===== src/hdl/mlfq_pkg.sv =====
// Package for the three-level feedback-queue scheduler.
// Sizes, status and register codes, beat and queue-control types.
// No dependencies.
package mlfq_pkg;

  localparam int MAX_JOBS = 16;
  localparam int SLOT_W   = $clog2(MAX_JOBS);
  localparam int CNT_W    = $clog2(MAX_JOBS + 1);
  localparam int LEVELS   = 3;
  localparam int LVL_W    = 2;
  localparam int QNT_W    = 8;
  localparam int ID_W     = 8;
  localparam int BURST_W  = 16;
  localparam int TIME_W   = 32;
  localparam int STATUS_W = 3;
  localparam int ADDR_W   = 4;
  localparam int DATA_W   = 32;
  localparam int REGIDX_W = 2;

  localparam logic [STATUS_W-1:0] ST_ACCEPTED = 3'd0;
  localparam logic [STATUS_W-1:0] ST_REJ_FULL = 3'd1;
  localparam logic [STATUS_W-1:0] ST_REJ_BAD  = 3'd2;
  localparam logic [STATUS_W-1:0] ST_RAN      = 3'd3;
  localparam logic [STATUS_W-1:0] ST_IDLE     = 3'd4;

  localparam logic [LVL_W-1:0] LVL_TOP = 2'd0;
  localparam logic [LVL_W-1:0] LVL_MID = 2'd1;
  localparam logic [LVL_W-1:0] LVL_BOT = 2'd2;

  localparam logic KIND_ARRIVAL = 1'b0;
  localparam logic KIND_TICK    = 1'b1;

  localparam logic [REGIDX_W-1:0] REG_QUANTUM0 = 2'd0;
  localparam logic [REGIDX_W-1:0] REG_QUANTUM1 = 2'd1;
  localparam logic [REGIDX_W-1:0] REG_QUANTUM2 = 2'd2;

  localparam logic [QNT_W-1:0] QUANTUM0_RST = 8'd2;
  localparam logic [QNT_W-1:0] QUANTUM1_RST = 8'd4;
  localparam logic [QNT_W-1:0] QUANTUM2_RST = 8'd8;

  typedef logic [SLOT_W-1:0] slot_t;

  typedef struct packed {
    logic               kind;
    logic [ID_W-1:0]    job_id;
    logic [BURST_W-1:0] burst_length;
  } in_beat_t;

  typedef struct packed {
    logic [STATUS_W-1:0] status;
    logic [ID_W-1:0]     ran_id;
    logic [LVL_W-1:0]    ran_level;
    logic                job_finished;
    logic [TIME_W-1:0]   tick_time;
  } out_beat_t;

  typedef struct packed {
    logic  push;
    logic  pop;
    slot_t push_slot;
  } q_ctrl_t;

  typedef struct packed {
    logic             nonempty;
    slot_t            head_slot;
    logic [CNT_W-1:0] count;
  } q_stat_t;

endpackage


===== src/hdl/mlfq_queue.sv =====
// One level's ring of slot numbers: push at tail, pop at head, same cycle allowed.
// Depends on mlfq_pkg.
module mlfq_queue (
  input  logic             clk,
  input  logic             rst_n,
  input  mlfq_pkg::q_ctrl_t ctrl,
  output mlfq_pkg::q_stat_t stat
);

  localparam int SUM_W = mlfq_pkg::CNT_W + 1;

  mlfq_pkg::slot_t                entries_r [mlfq_pkg::MAX_JOBS];
  mlfq_pkg::slot_t                head_r;
  mlfq_pkg::slot_t                head_nxt;
  logic [mlfq_pkg::CNT_W-1:0]     count_r;
  logic [mlfq_pkg::CNT_W-1:0]     count_nxt;
  logic [SUM_W-1:0]               tail_sum;
  mlfq_pkg::slot_t                tail;

  // tail position from pre-pop head/count: also right when popping the same cycle
  always_comb begin
    tail_sum = SUM_W'(head_r) + SUM_W'(count_r);
    if (tail_sum >= SUM_W'(mlfq_pkg::MAX_JOBS)) begin
      tail_sum = tail_sum - SUM_W'(mlfq_pkg::MAX_JOBS);
    end
    tail = tail_sum[mlfq_pkg::SLOT_W-1:0];

    head_nxt = head_r;
    if (ctrl.pop) begin
      head_nxt = (head_r == mlfq_pkg::SLOT_W'(mlfq_pkg::MAX_JOBS - 1)) ?
                 '0 : head_r + mlfq_pkg::SLOT_W'(1);
    end

    case ({ctrl.push, ctrl.pop})
      2'b10:   count_nxt = count_r + mlfq_pkg::CNT_W'(1);
      2'b01:   count_nxt = count_r - mlfq_pkg::CNT_W'(1);
      default: count_nxt = count_r;
    endcase
  end

  always_ff @(posedge clk) begin
    if (!rst_n) begin
      head_r  <= '0;
      count_r <= '0;
    end else begin
      head_r  <= head_nxt;
      count_r <= count_nxt;
    end
  end

  always_ff @(posedge clk) begin
    if (ctrl.push) begin
      entries_r[tail] <= ctrl.push_slot;
    end
  end

  assign stat.nonempty  = (count_r != '0);
  assign stat.head_slot = entries_r[head_r];
  assign stat.count     = count_r;

endmodule


===== src/hdl/mlfq_tick_scheduler.sv =====
// Three-level feedback-queue scheduler, top level.
// Beats pass the input register, then the output register. One beat per cycle
// while out_stall is low; the slot/queue update is one registered pass.
// Reset (rst_n low, synchronous): no jobs, queues empty, nothing running,
// time zero, quanta 2/4/8. Slot payload stores are not cleared.
// Depends on mlfq_pkg and mlfq_queue.
module mlfq_tick_scheduler (
  input  logic                           clk,
  input  logic                           rst_n,
  // input channel
  input  logic                           in_valid,
  output logic                           in_stall,
  input  mlfq_pkg::in_beat_t             in_data,
  // result channel
  output logic                           out_valid,
  input  logic                           out_stall,
  output mlfq_pkg::out_beat_t            out_data,
  // APB-style register port
  input  logic                           psel,
  input  logic                           penable,
  input  logic                           pwrite,
  input  logic [mlfq_pkg::ADDR_W-1:0]    paddr,
  input  logic [mlfq_pkg::DATA_W-1:0]    pwdata,
  output logic [mlfq_pkg::DATA_W-1:0]    prdata,
  output logic                           pready
);

  // ---------------------------------------------------------------------------
  // Configuration registers
  // ---------------------------------------------------------------------------
  logic [mlfq_pkg::QNT_W-1:0]    quantum0_r, quantum1_r, quantum2_r;
  logic                          cfg_wr;
  logic [mlfq_pkg::REGIDX_W-1:0] cfg_idx;

  assign pready  = 1'b1;
  assign cfg_wr  = psel && penable && pwrite && pready;
  assign cfg_idx = paddr[mlfq_pkg::ADDR_W-1:2];

  always_ff @(posedge clk) begin
    if (!rst_n) begin
      quantum0_r <= mlfq_pkg::QUANTUM0_RST;
      quantum1_r <= mlfq_pkg::QUANTUM1_RST;
      quantum2_r <= mlfq_pkg::QUANTUM2_RST;
    end else if (cfg_wr) begin
      case (cfg_idx)
        mlfq_pkg::REG_QUANTUM0: quantum0_r <= pwdata[mlfq_pkg::QNT_W-1:0];
        mlfq_pkg::REG_QUANTUM1: quantum1_r <= pwdata[mlfq_pkg::QNT_W-1:0];
        mlfq_pkg::REG_QUANTUM2: quantum2_r <= pwdata[mlfq_pkg::QNT_W-1:0];
        default: ;  // unmapped index: write dropped
      endcase
    end
  end

  always_comb begin
    case (cfg_idx)
      mlfq_pkg::REG_QUANTUM0: prdata = mlfq_pkg::DATA_W'(quantum0_r);
      mlfq_pkg::REG_QUANTUM1: prdata = mlfq_pkg::DATA_W'(quantum1_r);
      mlfq_pkg::REG_QUANTUM2: prdata = mlfq_pkg::DATA_W'(quantum2_r);
      default:                prdata = '0;
    endcase
  end

  // ---------------------------------------------------------------------------
  // Input register and output register. The result register parts the two
  // sides: a new beat moves in while the old result still waits on out_stall.
  // ---------------------------------------------------------------------------
  logic                 s1_valid_r, s1_valid_nxt;
  mlfq_pkg::in_beat_t   s1_data_r;
  logic                 in_fire;
  logic                 adv;            // stage-1 beat is processed this cycle
  logic                 out_valid_r, out_valid_nxt;
  mlfq_pkg::out_beat_t  out_data_r;
  mlfq_pkg::out_beat_t  res;

  assign adv          = s1_valid_r && (!out_valid_r || !out_stall);
  assign in_stall     = s1_valid_r && !adv;
  assign in_fire      = in_valid && !in_stall;
  assign s1_valid_nxt = in_fire || (s1_valid_r && !adv);
  assign out_valid_nxt = adv || (out_valid_r && out_stall);

  always_ff @(posedge clk) begin
    if (!rst_n) begin
      s1_valid_r  <= 1'b0;
      out_valid_r <= 1'b0;
    end else begin
      s1_valid_r  <= s1_valid_nxt;
      out_valid_r <= out_valid_nxt;
    end
  end

  always_ff @(posedge clk) begin
    if (in_fire) begin
      s1_data_r <= in_data;
    end
    if (adv) begin
      out_data_r <= res;
    end
  end

  assign out_valid = out_valid_r;
  assign out_data  = out_data_r;

  // ---------------------------------------------------------------------------
  // Slot stores, running-job state and the three level queues
  // ---------------------------------------------------------------------------
  logic [mlfq_pkg::BURST_W-1:0] rem_r    [mlfq_pkg::MAX_JOBS];
  logic [mlfq_pkg::ID_W-1:0]    job_id_r [mlfq_pkg::MAX_JOBS];
  logic [mlfq_pkg::MAX_JOBS-1:0] busy_r, busy_nxt;

  mlfq_pkg::slot_t              running_slot_r, running_slot_nxt;
  logic                         running_valid_r, running_valid_nxt;
  logic [mlfq_pkg::LVL_W-1:0]   running_level_r, running_level_nxt;
  logic [mlfq_pkg::QNT_W-1:0]   slice_used_r, slice_used_nxt;
  logic [mlfq_pkg::TIME_W-1:0]  time_now_r, time_now_nxt;

  mlfq_pkg::q_ctrl_t q_ctrl [mlfq_pkg::LEVELS];
  mlfq_pkg::q_stat_t q_stat [mlfq_pkg::LEVELS];

  for (genvar g = 0; g < mlfq_pkg::LEVELS; g++) begin : g_level
    mlfq_queue u_queue (
      .clk   (clk),
      .rst_n (rst_n),
      .ctrl  (q_ctrl[g]),
      .stat  (q_stat[g])
    );
  end

  // ---------------------------------------------------------------------------
  // Single-pass update for the beat in stage 1
  // ---------------------------------------------------------------------------
  logic                         is_tick;
  logic                         bad_arrival;
  logic                         free_found;
  mlfq_pkg::slot_t              free_slot;
  logic                         arrival_ok;
  logic                         sel_found;
  logic [mlfq_pkg::LVL_W-1:0]   sel_lvl;
  logic                         popping;
  logic                         cur_valid;
  mlfq_pkg::slot_t              cur_slot;
  logic [mlfq_pkg::LVL_W-1:0]   cur_lvl;
  logic [mlfq_pkg::BURST_W-1:0] rem_cur, rem_dec;
  logic [mlfq_pkg::QNT_W-1:0]   slice_inc;
  logic [mlfq_pkg::QNT_W-1:0]   q_eff;
  logic                         fin;
  logic                         demote;
  logic [mlfq_pkg::LVL_W-1:0]   next_lvl;
  logic                         run_go;
  logic                         rem_we;
  mlfq_pkg::slot_t              rem_wa;
  logic [mlfq_pkg::BURST_W-1:0] rem_wd;

  always_comb begin
    is_tick     = (s1_data_r.kind == mlfq_pkg::KIND_TICK);
    bad_arrival = (s1_data_r.job_id == '0) || (s1_data_r.burst_length == '0);

    // lowest free slot wins
    free_found = 1'b0;
    free_slot  = '0;
    for (int s = mlfq_pkg::MAX_JOBS - 1; s >= 0; s--) begin
      if (!busy_r[s]) begin
        free_found = 1'b1;
        free_slot  = mlfq_pkg::SLOT_W'(s);
      end
    end
    arrival_ok = adv && !is_tick && !bad_arrival && free_found;

    // highest-priority non-empty level
    sel_found = 1'b0;
    sel_lvl   = mlfq_pkg::LVL_TOP;
    for (int l = mlfq_pkg::LEVELS - 1; l >= 0; l--) begin
      if (q_stat[l].nonempty) begin
        sel_found = 1'b1;
        sel_lvl   = mlfq_pkg::LVL_W'(l);
      end
    end

    popping   = !running_valid_r && sel_found;
    cur_valid = running_valid_r || sel_found;
    cur_slot  = running_valid_r ? running_slot_r  : q_stat[sel_lvl].head_slot;
    cur_lvl   = running_valid_r ? running_level_r : sel_lvl;

    rem_cur   = rem_r[cur_slot];
    rem_dec   = (rem_cur != '0) ? rem_cur - mlfq_pkg::BURST_W'(1) : '0;
    slice_inc = (running_valid_r ? slice_used_r : '0) + mlfq_pkg::QNT_W'(1);

    case (cur_lvl)
      mlfq_pkg::LVL_TOP: q_eff = quantum0_r;
      mlfq_pkg::LVL_MID: q_eff = quantum1_r;
      default:           q_eff = quantum2_r;
    endcase
    if (q_eff == '0) begin
      q_eff = mlfq_pkg::QNT_W'(1);  // zero quantum behaves as one
    end

    fin      = (rem_dec == '0);
    demote   = !fin && (slice_inc >= q_eff);
    next_lvl = (cur_lvl == mlfq_pkg::LVL_BOT) ? mlfq_pkg::LVL_BOT
                                               : cur_lvl + mlfq_pkg::LVL_W'(1);
    run_go   = adv && is_tick && cur_valid;

    // queue controls
    for (int l = 0; l < mlfq_pkg::LEVELS; l++) begin
      q_ctrl[l].pop  = adv && is_tick && popping && (sel_lvl == mlfq_pkg::LVL_W'(l));
      q_ctrl[l].push = (arrival_ok && (l == 0)) ||
                       (run_go && demote && (next_lvl == mlfq_pkg::LVL_W'(l)));
      q_ctrl[l].push_slot = arrival_ok ? free_slot : cur_slot;
    end

    // defaults: hold
    busy_nxt          = busy_r;
    running_slot_nxt  = running_slot_r;
    running_valid_nxt = running_valid_r;
    running_level_nxt = running_level_r;
    slice_used_nxt    = slice_used_r;
    time_now_nxt      = time_now_r;
    rem_we            = 1'b0;
    rem_wa            = free_slot;
    rem_wd            = s1_data_r.burst_length;

    res              = '0;
    res.tick_time    = time_now_r;

    if (adv) begin
      if (!is_tick) begin
        if (bad_arrival) begin
          res.status = mlfq_pkg::ST_REJ_BAD;
        end else if (!free_found) begin
          res.status = mlfq_pkg::ST_REJ_FULL;
        end else begin
          res.status          = mlfq_pkg::ST_ACCEPTED;
          busy_nxt[free_slot] = 1'b1;
          rem_we              = 1'b1;
        end
      end else begin
        time_now_nxt  = time_now_r + mlfq_pkg::TIME_W'(1);
        res.tick_time = time_now_nxt;
        if (!cur_valid) begin
          res.status = mlfq_pkg::ST_IDLE;
        end else begin
          res.status        = mlfq_pkg::ST_RAN;
          res.ran_id        = job_id_r[cur_slot];
          res.ran_level     = cur_lvl;
          res.job_finished  = fin;
          rem_we            = 1'b1;
          rem_wa            = cur_slot;
          rem_wd            = rem_dec;
          slice_used_nxt    = slice_inc;
          running_slot_nxt  = cur_slot;
          running_level_nxt = cur_lvl;
          running_valid_nxt = !(fin || demote);
          if (fin) begin
            busy_nxt[cur_slot] = 1'b0;
          end
        end
      end
    end
  end

  always_ff @(posedge clk) begin
    if (!rst_n) begin
      busy_r          <= '0;
      running_slot_r  <= '0;
      running_valid_r <= 1'b0;
      running_level_r <= mlfq_pkg::LVL_TOP;
      slice_used_r    <= '0;
      time_now_r      <= '0;
    end else begin
      busy_r          <= busy_nxt;
      running_slot_r  <= running_slot_nxt;
      running_valid_r <= running_valid_nxt;
      running_level_r <= running_level_nxt;
      slice_used_r    <= slice_used_nxt;
      time_now_r      <= time_now_nxt;
    end
  end

  // slot payload: no reset, only busy slots are ever read
  always_ff @(posedge clk) begin
    if (rem_we) begin
      rem_r[rem_wa] <= rem_wd;
    end
    if (arrival_ok) begin
      job_id_r[free_slot] <= s1_data_r.job_id;
    end
  end

  // ---------------------------------------------------------------------------
  // Assertions
  // ---------------------------------------------------------------------------
  // the running job always owns a busy slot
  a_running_busy: assert property (@(posedge clk) disable iff (!rst_n)
    running_valid_r |-> busy_r[running_slot_r])
    else $error("running job has no busy slot");

  // queued plus running jobs never exceed busy slots
  a_job_count: assert property (@(posedge clk) disable iff (!rst_n)
    (int'(q_stat[0].count) + int'(q_stat[1].count) + int'(q_stat[2].count) +
     int'(running_valid_r)) <= $countones(busy_r))
    else $error("queues hold more jobs than busy slots");

  // a processed tick advances time by exactly one
  a_tick_time: assert property (@(posedge clk) disable iff (!rst_n)
    (adv && is_tick) |=> (time_now_r == $past(time_now_r) + mlfq_pkg::TIME_W'(1)))
    else $error("tick did not advance time");

  // a result that finishes a job always comes from a tick that ran it
  a_fin_ran: assert property (@(posedge clk) disable iff (!rst_n)
    (adv && res.job_finished) |-> (res.status == mlfq_pkg::ST_RAN))
    else $error("finish flagged without a run");

endmodule


===== config.mk =====
export PLATFORM = sky130hd
export DESIGN_NAME = mlfq_tick_scheduler
export DESIGN_NICKNAME = d
export VERILOG_FILES = /design/src/hdl/mlfq_pkg.sv /design/src/hdl/mlfq_queue.sv /design/src/hdl/mlfq_tick_scheduler.sv
export SDC_FILE = /design/constraint.sdc
export NUM_CORES = 1
export LEC_CHECK = 0
export BUFFER_PORTS_ARGS = -buffer_cell sky130_fd_sc_hd__buf_2
export CORE_MARGIN = 2
export CORE_UTILIZATION = 60
export DETAILED_ROUTE_END_ITERATION = 10
export PLACE_DENSITY = 0.88
export SYNTH_ARGS = -nofsm -noshare
export SYNTH_HDL_FRONTEND = slang
export SYNTH_SLANG_ARGS = --single-unit

===== constraint.sdc =====
create_clock -name clk -period 18.5 [get_ports clk]
set_input_delay 0 -clock clk [delete_from_list [all_inputs] [get_ports clk]]
set_output_delay 0 -clock clk [all_outputs]
set_load 0.01 [all_outputs]

; ---- Word level (Yosys, flattened, before mapping)
; Memories as Yosys holds them, arrays and structs flattened. A register that Yosys moved wholly into a read port is not among the register bits.
; Index checks and enable logic that the tools add are counted.
[classes]
n_addsub = 19
n_lt_le_gt_ge = 9
n_eq_ne = 20
muxes = 100
n_bitwise = 4
n_reduce_logical = 63
[op_table]
columns = op, n
row1 = 16-bit 2-to-1 mux, 9
row2 = 4-bit 2-to-1 mux, 33
row3 = 1-bit 2-to-1 mux, 37
row4 = "32-bit by 1-bit adder with 32-bit output, second input constant", 1
row5 = 16-bit zero test, 2
row6 = 32-bit 2-to-1 mux, 1
row7 = 5-bit case mux with 2 select lines, 3
row8 = 8-bit case mux with 3 select lines, 1
row9 = 1-bit logical AND, 23
row10 = 10-bit binary-select mux with 2-bit select, 1
row11 = 4-bit by 5-bit adder with 6-bit output, 3
row12 = "6-bit by 5-bit >= comparator with 1-bit output, second input constant", 3
row13 = 9-bit 2-to-1 mux, 2
row14 = 16-bit AND, 1
row15 = 8-bit zero test, 2
row16 = 8-bit 2-to-1 mux, 2
row17 = 16-bit NOT, 1
row18 = 16-bit bitwise OR, 1
row19 = 8-bit case mux with 2 select lines, 1
row20 = 16-bit nonzero test, 1
row21 = "16-bit by 1-bit subtractor with 16-bit output, second input constant", 1
row22 = "5-bit by 1-bit adder with 5-bit output, second input constant", 3
row23 = 5-bit nonzero test, 3
row24 = "5-bit by 1-bit subtractor with 5-bit output, second input constant", 3
row25 = other kinds (24), 77
[totals]
ff_bits = 179
mem_bits_rw = 576
output_inout_bits = 81
mem_count = 5
[mem_list]
columns = memory, words, width, rd, rd_ports_with_merged_regs, wr, line_no
row1 = rem_r, 16, 16, 1, 0, 1, mlfq_tick_scheduler.sv:106  ; logic [mlfq_pkg::BURST_W-1:0] rem_r [mlfq_pkg::MAX_JOBS];
row2 = job_id_r, 16, 8, 1, 1, 1, mlfq_tick_scheduler.sv:107  ; logic [mlfq_pkg::ID_W-1:0] job_id_r [mlfq_pkg::MAX_JOBS];
row3 = g_level[0].u_queue.entries_r, 16, 4, 1, 1, 1, mlfq_queue.sv:12  ; mlfq_pkg::slot_t entries_r [mlfq_pkg::MAX_JOBS];
row4 = g_level[1].u_queue.entries_r, 16, 4, 1, 1, 1, mlfq_queue.sv:12
row5 = g_level[2].u_queue.entries_r, 16, 4, 1, 1, 1, mlfq_queue.sv:12

; ---- Depth between registers and ports, before layout
; Gate-level depths: netlist of the first run.
[logic_depth]
ltp_word = 24
mapped_depth = 37

; ---- Modules after synthesis
; Synthesis of the first run repeated with hierarchy kept, for this count alone.
[hier_totals]
cells_unflattened = 2564
hier_area_um2 = 34000.1
[by_module_without_submodules]
columns = module, instances, cells_each, area_each_um2, seq_area_each_um2
row1 = mlfq_tick_scheduler, 1, 1959, 23989.3, 15444.8
row2 = mlfq_queue (g_level[0].u_queue ...), 2, 202, 3339.5, 2182.1
row3 = mlfq_queue (g_level[2].u_queue), 1, 201, 3331.9, 2182.1

; ---- Worst setup path after synthesis of the first run
; Ideal clock, no wire load.
[synth_path]
path_type = register to register
from = register g_level[1].u_queue.count_r[1] (netlist bit)
to = register g_level[0].u_queue.count_r[4] (netlist bit)
t_arrival_ns = 6.156
required_time_ns = 18.424
path_slack_ns = 12.269
stages_incl_launch_ff = 35
path_buffers = 3
cell_sequence = dfxtp_1 or4_1 nand2b_2 nor4_2 a21oi_1 ha_1 clkbuf_1 nor2_1 a21oi_1 nand4_1 o21ai_0 ha_1 nand2b_1 a21o_1 a21oi_1 nor2b_1 o21ai_0 nand2b_1 a21oi_1 nor2b_1 o21ai_0 nand2b_1 clkbuf_1 and2_1 a31oi_4 buf_6 ha_1 inv_1 fa_1 inv_1 a21o_1 a21oi_1 xnor2_1 or3_1 a21boi_0
[synth_via]
elab_chain_len = 19
elab_cells_between_ends = 41
cone_classes = add/sub (2) / order compare (1) / eq/ne (4) / mux (14) / bitwise (1) / reduce/logical (18) / memory (1)
[synth_lines]
columns = element, line_no
row1 = start: declaration, mlfq_queue.sv:15  ; logic [mlfq_pkg::CNT_W-1:0] count_r;
row2 = start signal: assignment, mlfq_queue.sv:47  ; count_r <= count_nxt;
row3 = 5-bit nonzero test *, mlfq_queue.sv:57  ; assign stat.nonempty = (count_r != '0);
row4 = 2-bit 2-to-1 mux (2 in a row), mlfq_tick_scheduler.sv:172  ; if (q_stat[l].nonempty) begin
row5 = 2-bit NOT with 3-bit output (not written as such), mlfq_tick_scheduler.sv:180  ; cur_slot = running_valid_r ? running_slot_r : q_stat[sel_lvl].head_slot;
row6 = 10-bit binary-select mux with 2-bit select, mlfq_tick_scheduler.sv:180
row7 = 9-bit 2-to-1 mux (not written as such) (2 in a row), mlfq_tick_scheduler.sv:180
row8 = 4-bit 2-to-1 mux, mlfq_tick_scheduler.sv:180
row9 = memory read 16 x 16 bit, -
row10 = 16-bit by 1-bit subtractor with 16-bit output or 16-bit nonzero test (tied branches), mlfq_tick_scheduler.sv:184  ; rem_dec = (rem_cur != '0) ? rem_cur - mlfq_pkg::BURST_W'(1) : '0;
row11 = 16-bit 2-to-1 mux, mlfq_tick_scheduler.sv:184
row12 = 16-bit zero test, mlfq_tick_scheduler.sv:196  ; fin = (rem_dec == '0);
row13 = 1-bit zero test, mlfq_tick_scheduler.sv:197  ; demote = !fin && (slice_inc >= q_eff);
row14 = 1-bit logical AND, mlfq_tick_scheduler.sv:197
row15 = 1-bit logical AND (2 in a row), mlfq_tick_scheduler.sv:206  ; (run_go && demote && (next_lvl == mlfq_pkg::LVL_W'(l)));
row16 = 1-bit logical OR, mlfq_tick_scheduler.sv:205  ; q_ctrl[l].push = (arrival_ok && (l == 0)) ||
row17 = 2-bit by 1-bit == test with 1-bit output or 2-bit == test (tied branches), mlfq_queue.sv:34  ; case ({ctrl.push, ctrl.pop})
row18 = 5-bit case mux with 2 select lines or 2-bit nonzero test (tied branches), -
row19 = end signal: assignment, mlfq_queue.sv:47
row20 = end: declaration, mlfq_queue.sv:15
; Every way passes the cells marked *; elsewhere a longest branch is shown, timed or not. The select of a mux whose other input is x is not followed.
; A chain may end at the register's enable or synchronous reset.

==> metrics.log, run 1 <==
INFO  metric place_ws = between 9 and 10 ns
INFO  metric fin_ws = slightly below 9 ns
INFO  metric synth-seq-area-share = about two thirds
INFO  metric final_clock_skew = 0.0309 ns
INFO  metric fp.dieW = ~240 um
INFO  metric combinationalPowerShare = 4.0%
INFO  metric yosys_register_bits = 775
INFO  metric worst-path-buf-inv = 5
INFO  metric clk-insertion-delay-late = ~0.65 ns
INFO  metric grt-busiest-layer = met2
INFO  metric clock_sinks = just under 800
INFO  metric number_of_levels_the_h_tree_was_split_into = 3
INFO  metric number_of_remaining_drc_errors = 0
INFO  metric critical_path.slowest_cell = sky130_fd_sc_hd__a2111oi_0
INFO  metric viasPerCell = 6.54
INFO  metric fin_crit = between 9 and 10 ns
INFO  metric wire_per_inst = between 20 and 25 um
INFO  metric syn2layout_area_growth = 12.4%
INFO  metric gpl.final_weighted_congestion = approximately 0.91
INFO  metric synth.area.top_cells = sky130_fd_sc_hd__edfxtp_1 (57%), sky130_fd_sc_hd__dfxtp_1 (7.5%), sky130_fd_sc_hd__nand2_1 (3.7%), sky130_fd_sc_hd__nand3_1 (2.9%), sky130_fd_sc_hd__mux4_2 (2.7%)
INFO  metric fp.dieArea = approximately 60000 sq um
INFO  metric max_freq = slightly above 100 MHz
INFO  metric floorplan.core_area = roughly 56000 sq um
INFO  metric cpLargestDelayFamily = compound AO/OA/AOI/OAI gates
INFO  metric synthArstFlopShare = 0%
INFO  metric critical_path.max_stage_delay = 0.88 ns
INFO  metric synth_area_per_cell = about 13 sq um
INFO  metric holdBufCountCts = 36
INFO  metric syn_area = between 30000 and 40000 sq um
INFO  metric synthesis.instances = about 2700
INFO  metric vdd.ir_drop.worst = approximately 0.074 mV
INFO  metric intPower = slightly below 3 mW
INFO  metric clockRootBuffer = sky130_fd_sc_hd__clkbuf_16
INFO  metric finalSetupTns = 0 ns
INFO  metric critical_path_required = around 19 ns
INFO  metric leakage = 13.1 nW
INFO  metric num-nets-final = slightly below 3000
INFO  metric detailedRoute.firstPassIterationCount = 6
INFO  metric holdWs = ~0.045 ns
INFO  metric power.density_cell_area = 96.4 nW/um^2
INFO  metric dpl_cell_area = between 30000 and 40000 sq um
INFO  metric tightest_slew = 1.27 ns
INFO  metric min-delay-path-class = in2reg
INFO  metric design_area = 38200 sq um
INFO  metric grt_use_total = between 20% and 30%
INFO  metric buffer_ports.inserted = 97
INFO  metric yosys.area.top_type_share = a little under three fifths
INFO  metric globalRouteMet3Util = under 10%
INFO  metric yosysWarningCount = 0
INFO  metric rows = between 80 and 90
INFO  metric crit_path_start_kind = flip-flop
INFO  metric cts_tree = built
INFO  metric outcome = finished, final reports clean
INFO  metric floorplan.die.height = 242 um
INFO  metric timing.reg2reg.setup_slack = about 8.7 ns
INFO  metric detail_route.wirelength = 86000 um
INFO  metric timing_worst_setup_path_type = reg2reg
INFO  metric cp_data_arrival_time = around 10 ns
INFO  metric count_of_antenna_diodes_in_the_layout = 0
INFO  metric grt_pass1_vias = between 20000 and 25000
INFO  metric cts_made_buffers = about 80
INFO  metric layout-drive-gt1-share = 13.4%
INFO  metric hpwl = between 40000 and 50000 um
INFO  metric synth_ff_type = sky130_fd_sc_hd__edfxtp_1
INFO  metric post_cts_resize_count = 0
INFO  metric grt_max_degree = about 160
INFO  metric num-fill-cells = 3566
INFO  metric num_vias = 23500
INFO  metric drt-initial-drc-count = ~3100
INFO  metric hold_viol_final = 0
INFO  metric final_cell_count_no_fill = 3594
INFO  metric synth.lib_cells_used.distinct = a little over 80
INFO  metric max_cap_viol_count = 0
INFO  metric final_core_density = between 60% and 70%
INFO  metric critPathCaptureType = flip-flop
INFO  metric sw_frac_of_total = between 20% and 30%
INFO  metric gr-usage-met2 = between 40% and 50%
INFO  metric groute.layer.met1.usage = about 36%
INFO  metric final.period_utilization = ~53%
INFO  metric relative_slew_slack = between 10% and 20%
INFO  metric grt_first_pass_wirelength = roughly 130000 um
INFO  metric boundaryPins = 149
INFO  metric place.detailed.instances = between 3000 and 4000
INFO  metric gr-total-overflow = 0
INFO  metric detail-route-antenna-nets = 0
INFO  metric post-synth-top-area-cell = sky130_fd_sc_hd__edfxtp_1
INFO  metric clkSlewWorstSetupHoldPaths = about 0.060 ns
INFO  metric worst_path_fanout_max = between 70 and 80
INFO  metric cts_post_setup_buffers_inserted = 0
INFO  metric final_slew_violations = 0
INFO  metric p_sw = about 0.79 mW
INFO  metric synth_edf_count = around 650
INFO  metric power = 3.68 mW
INFO  metric rsz0062_at_grt = no
INFO  metric initial_utilization = between 60% and 70%
INFO  metric finalSetupViolations = 0
INFO  metric pwr-share-seq = a little over half
INFO  metric share_clk_of_total_power = between 40 and 50%
INFO  metric grt_antenna_before_repair = 0
INFO  metric clockBufferDepth = 3
-- synth_stat cells (35+ instances only) --
library cell / instances
sky130_fd_sc_hd__mux2i_1: 78
sky130_fd_sc_hd__clkbuf_1: 85
sky130_fd_sc_hd__nor2b_1: 43
sky130_fd_sc_hd__ha_1: 39
sky130_fd_sc_hd__and2_1: 60
sky130_fd_sc_hd__nand2_1: 331
sky130_fd_sc_hd__edfxtp_1: 647
sky130_fd_sc_hd__mux4_2: 40
sky130_fd_sc_hd__dfxtp_1: 128
sky130_fd_sc_hd__inv_1: 35
sky130_fd_sc_hd__xnor2_1: 78
sky130_fd_sc_hd__o21ai_0: 134
sky130_fd_sc_hd__nand3_1: 200
sky130_fd_sc_hd__nand4_1: 41
sky130_fd_sc_hd__a21oi_1: 69
sky130_fd_sc_hd__nor3_1: 36
sky130_fd_sc_hd__o211ai_1: 39
sky130_fd_sc_hd__and3_1: 46
sky130_fd_sc_hd__nor2_1: 105
-- layout by cell type (no fill, tap or decap), types with 34 or more instances in the layout --
cell / count
sky130_fd_sc_hd__nor3_1: 36
sky130_fd_sc_hd__nand3_1: 200
sky130_fd_sc_hd__mux2_2: 34
sky130_fd_sc_hd__edfxtp_1: 647
sky130_fd_sc_hd__buf_2: 97
sky130_fd_sc_hd__nor4_1: 34
sky130_fd_sc_hd__ha_1: 39
sky130_fd_sc_hd__inv_1: 35
sky130_fd_sc_hd__dfxtp_1: 128
sky130_fd_sc_hd__xnor2_1: 78
sky130_fd_sc_hd__dlygate4sd3_1: 36
sky130_fd_sc_hd__and3_1: 46
sky130_fd_sc_hd__buf_4: 59
sky130_fd_sc_hd__nand2_1: 330
sky130_fd_sc_hd__mux2i_1: 75
sky130_fd_sc_hd__clkbuf_16: 80
sky130_fd_sc_hd__nor2b_1: 42
sky130_fd_sc_hd__a21oi_1: 69
sky130_fd_sc_hd__o211ai_1: 39
sky130_fd_sc_hd__nand4_1: 41
sky130_fd_sc_hd__mux4_2: 40
sky130_fd_sc_hd__o21ai_0: 131
sky130_fd_sc_hd__nor2_1: 104
sky130_fd_sc_hd__and2_1: 59
-- area by class of cell --
class | instances | area [sq um] | area share, %
multi-input cells | 1689 | 11200 | 29.3
well taps | 756 | 946 | 2.48
clock buffers | 103 | 2090 | 5.47
flip-flops and latches | 775 | 22000 | 57.6
clock inverters | 43 | 533 | 1.40
inverters | 35 | 131 | 0.344
repair buffers | 193 | 1310 | 3.43
-- worst reg2reg max path, stage by stage (launching register included) --
cell and delay (ns):
sky130_fd_sc_hd__dfxtp_1 0.85, sky130_fd_sc_hd__mux4_2 0.63, sky130_fd_sc_hd__a2111oi_0 0.88, sky130_fd_sc_hd__a32o_2 0.32, sky130_fd_sc_hd__buf_4 0.55, sky130_fd_sc_hd__nor2_4 0.33
sky130_fd_sc_hd__buf_4 0.52, sky130_fd_sc_hd__mux2_2 0.45, sky130_fd_sc_hd__o211ai_1 0.19, sky130_fd_sc_hd__o2111ai_1 0.33, sky130_fd_sc_hd__inv_1 0.26, sky130_fd_sc_hd__ha_1 0.29
sky130_fd_sc_hd__o2111ai_1 0.27, sky130_fd_sc_hd__nor4_1 0.34, sky130_fd_sc_hd__xnor2_1 0.17, sky130_fd_sc_hd__o2111ai_1 0.20, sky130_fd_sc_hd__o41a_1 0.83, sky130_fd_sc_hd__nand4_2 0.57
sky130_fd_sc_hd__ha_1 0.47, sky130_fd_sc_hd__inv_1 0.12, sky130_fd_sc_hd__fa_1 0.22, sky130_fd_sc_hd__inv_1 0.06, sky130_fd_sc_hd__a21o_1 0.15, sky130_fd_sc_hd__a21oi_1 0.16
sky130_fd_sc_hd__xnor2_1 0.09, sky130_fd_sc_hd__or3_1 0.30, sky130_fd_sc_hd__a21boi_0 0.20
-- path summary, 6_finish.rpt --
check / depth (start not counted) / startpoint / endpoint
worst max-delay path: 26 / flip-flop / g_level[1].u_queue.count_r[4]
worst min-delay path: 6 / penable / quantum2_r[3]
worst max register to register: 26 / flip-flop / g_level[1].u_queue.count_r[4]
worst min register to register: 2 / slice_used_r[7] / slice_used_r[7]
-- per-layer routing --
layer / vias to the layer above / wire length, um
met1: 11300 / 29300
li1: 10100 / -
met2: 1733 / 42100
met5: - / 0
met3: 386 / 10000
met4: 0 / 4580
-- cells by family (layout without fill, tap and decap cells) --
kind of cell	Yosys count	count (layout)	synth area share, %
adder cells (fa/ha/maj)	45	45	1.79
other	2	25	0.0221
XOR/XNOR	104	104	2.68
flip-flops	775	775	64.7
multiplexers	163	163	6.44
buffers and inverters	215	374	2.92
AO/OA/AOI/OAI	382	382	7.21
AND/OR/NAND/NOR	970	970	14.2
-- registers in the layout, summed over array words and instances, names as in the netlist, named ones only --
register	flops
rem_r	256
g_level.u_queue.entries_r	192
job_id_r	128
out_data	46
time_now_r	32
s1_data_r	24
busy_r	16
g_level.u_queue.count_r	15
g_level.u_queue.head_r	12
quantum0_r	8
quantum1_r	8
quantum2_r	8
slice_used_r	8
running_slot_r	4
running_level_r	2
is_tick	1
out_valid	1
running_valid_r	1
s1_valid_r	1
-- power groups by stage --
stage / clock [mW] / combinational (mW) / sequential (mW)
finish: 1.62 / 0.147 / 1.91
global route: 1.70 / 0.157 / 1.91
CTS: 1.62 / 0.143 / 1.91
detailed placement: 0 / 0.135 / 1.95
global placement: 0 / 0.129 / 1.95
floorplan: 0 / 0.0867 / 1.95
(Power assumes the default switching activity.)
==> run 2: changes to the inputs <==
Clock period 18.5 ns to 9.2 ns, I/O delays scaled along.
==> run 2 against run 1 <==
  * Sequential cell count stayed put
  * Power is 94% higher
  * Die area stayed put
  * Critical path depth is 2 lower
  * Non-clock buffer count is 17 higher
  * Worst hold slack worse by 0.00059 ns
  * Design area is 0.34% lower
  * Wire length is 0.19% lower
  * Clock power is 85% higher
  * Critical endpoint unchanged
==> metrics.log, run 2 (same netlist as run 1, synthesis figures left out) <==
INFO  metric min-delay-path-class = in2reg (unchanged)
INFO  metric buffer_ports.inserted = 97 (unchanged)
INFO  metric fp.dieArea = 58500 sq um (unchanged)
INFO  metric number_of_levels_the_h_tree_was_split_into = 3 (unchanged)
INFO  metric floorplan.core_area = 56200 sq um (unchanged)
INFO  metric worst-path-buf-inv = 4 (was 5)
INFO  metric layout-drive-gt1-share = 13.8% (was 13.4%)
INFO  metric detail_route.wirelength = 85900 um (was 86000 um)
INFO  metric final_clock_skew = 0.0288 ns (was 0.0309 ns)
INFO  metric cts_made_buffers = 74 (was 78)
INFO  metric initial_utilization = 60.5% (unchanged)
INFO  metric final_slew_violations = 0 (unchanged)
INFO  metric viasPerCell = 6.51 (was 6.54)
INFO  metric grt_antenna_before_repair = 1 (was 0)
INFO  metric hold_path.startpoint = penable (unchanged)
INFO  metric hpwl = 50700 um (was 49900 um)
INFO  metric boundaryPins = 149 (unchanged)
INFO  metric grt_first_pass_wirelength = 132000 um (was 133000 um)
INFO  metric sw_frac_of_total = 21.6% (was 21.4%)
INFO  metric max_cap_viol_count = 0 (unchanged)
INFO  metric reg.largest.list = rem_r (256), g_level.u_queue.entries_r (192), job_id_r (128) (unchanged)
INFO  metric power.density_cell_area = 187 nW/um^2 (was 96.4 nW/um^2)
INFO  metric syn2layout_area_growth = 12.0% (was 12.4%)
INFO  metric wire_per_inst = 23.8 um (was 23.9 um)
INFO  metric drt-initial-drc-count = 2907 (was 3119)
INFO  metric rsz0062_at_grt = no (unchanged)
INFO  metric place.detailed.instances = 3429 (was 3412)
INFO  metric pwr-share-seq = 53.9% (was 52.0%)
INFO  metric r2r_cells = 24 (was 26)
INFO  metric critical_path.slowest_cell = sky130_fd_sc_hd__dfxtp_1 (was sky130_fd_sc_hd__a2111oi_0)
INFO  metric num-nets-final = 2898 (was 2885)
INFO  metric share_clk_of_total_power = 41.9% (was 44.0%)
INFO  metric power = 7.13 mW (was 3.68 mW)
INFO  metric cts_post_setup_buffers_inserted = 0 (unchanged)
INFO  metric p_sw = 1.54 mW (was 0.789 mW)
INFO  metric combinationalPowerShare = 4.2% (was 4.0%)
INFO  metric layout_commonest_cell = sky130_fd_sc_hd__edfxtp_1 (unchanged)
INFO  metric worst_path_fanout_max = 56 (was 75)
INFO  metric outcome = finished, final reports clean (unchanged)
INFO  metric largest_register_ffs = 256 (unchanged)
INFO  metric largest_register = rem_r (unchanged)
INFO  metric critPathCaptureType = flip-flop (unchanged)
INFO  metric timing_worst_setup_path_type = reg2reg (unchanged)
INFO  metric detailedRoute.firstPassIterationCount = 6 (unchanged)
INFO  metric rr_endpoint = g_level[1].u_queue.count_r[4] (unchanged)
INFO  metric timing.reg2reg.setup_slack = 0.70 ns (was 8.67 ns)
INFO  metric min_to = quantum0_r[1] (was quantum2_r[3])
INFO  metric gr-total-overflow = 0 (unchanged)
INFO  metric hold_viol_final = 0 (unchanged)
INFO  metric cts_tree = built (unchanged)
INFO  metric layout_common_cells = sky130_fd_sc_hd__edfxtp_1 (647), sky130_fd_sc_hd__nand2_1 (330), sky130_fd_sc_hd__nand3_1 (200) (unchanged)
INFO  metric max_freq = 118 MHz (was 102 MHz)
INFO  metric number_of_remaining_drc_errors = 0 (unchanged)
INFO  metric leakage = 13.0 nW (was 13.1 nW)
INFO  metric critical_path.cell_chain = mux4_2, a2111oi_0, a32o_2, buf_4, o21ai_0, a21oi_1, o21ai_0, o2111ai_1, inv_1, ha_1, and2_0, and4_1, o2111ai_1, o41a_1, nand4_2, ha_1, inv_1, fa_1, inv_1, a21o_1, a21oi_1, xnor2_1, or3_1, a21boi_0
INFO  metric vdd.ir_drop.worst = 0.142 mV (was 0.0741 mV)
INFO  metric cpLargestDelayFamily = compound AO/OA/AOI/OAI gates (unchanged)
INFO  metric cp_data_arrival_time = 9.03 ns (was 10.37 ns)
INFO  metric fp.dieW = 242 um (unchanged)
INFO  metric grt_max_degree = 118 (was 159)
INFO  metric crit_path_start_kind = flip-flop (unchanged)
INFO  metric fin_crit = 8.50 ns (was 9.83 ns)
INFO  metric clock_sinks = 775 (unchanged)
INFO  metric critical_path_required = 9.73 ns (was 19.04 ns)
INFO  metric clockBufferDepth = 3 (unchanged)
INFO  metric rows = 87 (unchanged)
INFO  metric final.period_utilization = 92.4% (was 53.1%)
INFO  metric tightest_slew = 1.30 ns (was 1.27 ns)
INFO  metric final_core_density = 67.8% (was 68.0%)
INFO  metric hold_path_depth = 6 (unchanged)
INFO  metric num_vias = 23400 (was 23500)
INFO  metric finalSetupTns = 0 ns (unchanged)
INFO  metric critical_path.max_stage_delay = 0.87 ns (was 0.88 ns)
INFO  metric clkSlewWorstSetupHoldPaths = 0.06 ns (about the same)
INFO  metric detail-route-antenna-nets = 0 (unchanged)
INFO  metric critical_path.most_common_cell = sky130_fd_sc_hd__inv_1
INFO  metric post_cts_resize_count = 0 (unchanged)
INFO  metric relative_slew_slack = 12.0% (was 14.4%)
INFO  metric final_cell_count_no_fill = 3602 (was 3594)
INFO  metric intPower = 5.59 mW (was 2.89 mW)
INFO  metric grt_pass1_vias = 23300 (was 23700)
INFO  metric floorplan.die.height = 242 um (unchanged)
INFO  metric clk-insertion-delay-late = 0.63 ns (was 0.65 ns)
INFO  metric grt_use_total = 29.0% (was 29.2%)
INFO  metric finalSetupViolations = 0 (unchanged)
INFO  metric clockRootBuffer = sky130_fd_sc_hd__clkbuf_16 (unchanged)
INFO  metric gpl.final_weighted_congestion = 0.907 (was 0.911)
==> run 2: changes by cell type in the layout (fill, tap and decap cells not counted), sizes merged <==
cell	change
buf	+17
bufinv	-6
clkbuf	-4
clkinv	-4
clkinvlp	+3
diode	+1
inv	+1
==> run 2: metal layers <==
layer	vias up	share of wire (%)	track usage (%)	wire length, um
li1	10100	-	-	-
met1	11300	35	35.9	30200
met2	1672	49	48.3	41900
met3	348	11	6.00	9450
met4	0	5.0	15.3	4330
met5	-	0	0.163	0
==> run 2: power by group through the flow <==
stage | Sequential, mW | Combinational (mW) | Clock, mW
after floorplan | 3.92 | 0.174 | 0
after global placement | 3.92 | 0.263 | 0
after detailed placement | 3.92 | 0.276 | 0
after CTS | 3.85 | 0.292 | 2.99
after global routing | 3.85 | 0.318 | 3.12
final | 3.85 | 0.299 | 2.99
==> run 2: per-stage QoR <==
stage / hold WS [ns] / worst slack [ns] / instance area, sq um
5_1_grt: 0.0798 / 0.290 / 38100
4_1_cts: 0.0428 / 0.963 / 38100
3_3_place_gp: 0.179 / 1.39 / 35400
2_1_floorplan: 0.0989 / 2.97 / 34100
3_5_place_dp: 0.179 / 1.19 / 35400
6_report: 0.0443 / 0.701 / 38100
==> run 2: tightest hold or removal path: stages <==
cell,delay (ns)
sky130_fd_sc_hd__buf_2,0.09
sky130_fd_sc_hd__nand3_1,0.10
sky130_fd_sc_hd__nor3_1,0.06
sky130_fd_sc_hd__buf_4,0.19
sky130_fd_sc_hd__mux2i_1,0.13
sky130_fd_sc_hd__nand2_1,0.06
==> run 2: cell type report <==
cell class              instances  area (sq um)
flip-flops and latches        775         22000
fillers                      3564         18100
multi-input cells            1689         11200
clock buffers                  99          2020
repair buffers                210          1450
well taps                     756           946
clock inverters                37           329
inverters                      35           131
diodes                          1          2.50
==> run 2: worst max path at each step <==
stage / startpoint / to / slack, ns / depth (start not counted)
3_5_place_dp: flip-flop / g_level[0].u_queue.count_r[4] / 1.19 / 25
6_report: flip-flop / g_level[1].u_queue.count_r[4] / 0.70 / 24
3_3_place_gp: flip-flop / g_level[0].u_queue.count_r[4] / 1.39 / 25
4_1_cts: flip-flop / g_level[0].u_queue.count_r[4] / 0.96 / 25
5_1_grt: flip-flop / g_level[1].u_queue.count_r[4] / 0.29 / 24
2_1_floorplan: g_level[1].u_queue.count_r[1] / g_level[0].u_queue.count_r[4] / 2.97 / 34
==> run 2: timing repair <==
item,CTS,global route
hold buffers,36,0
setup endpoints to repair,0,0
endpoints found under the hold margin,51,0
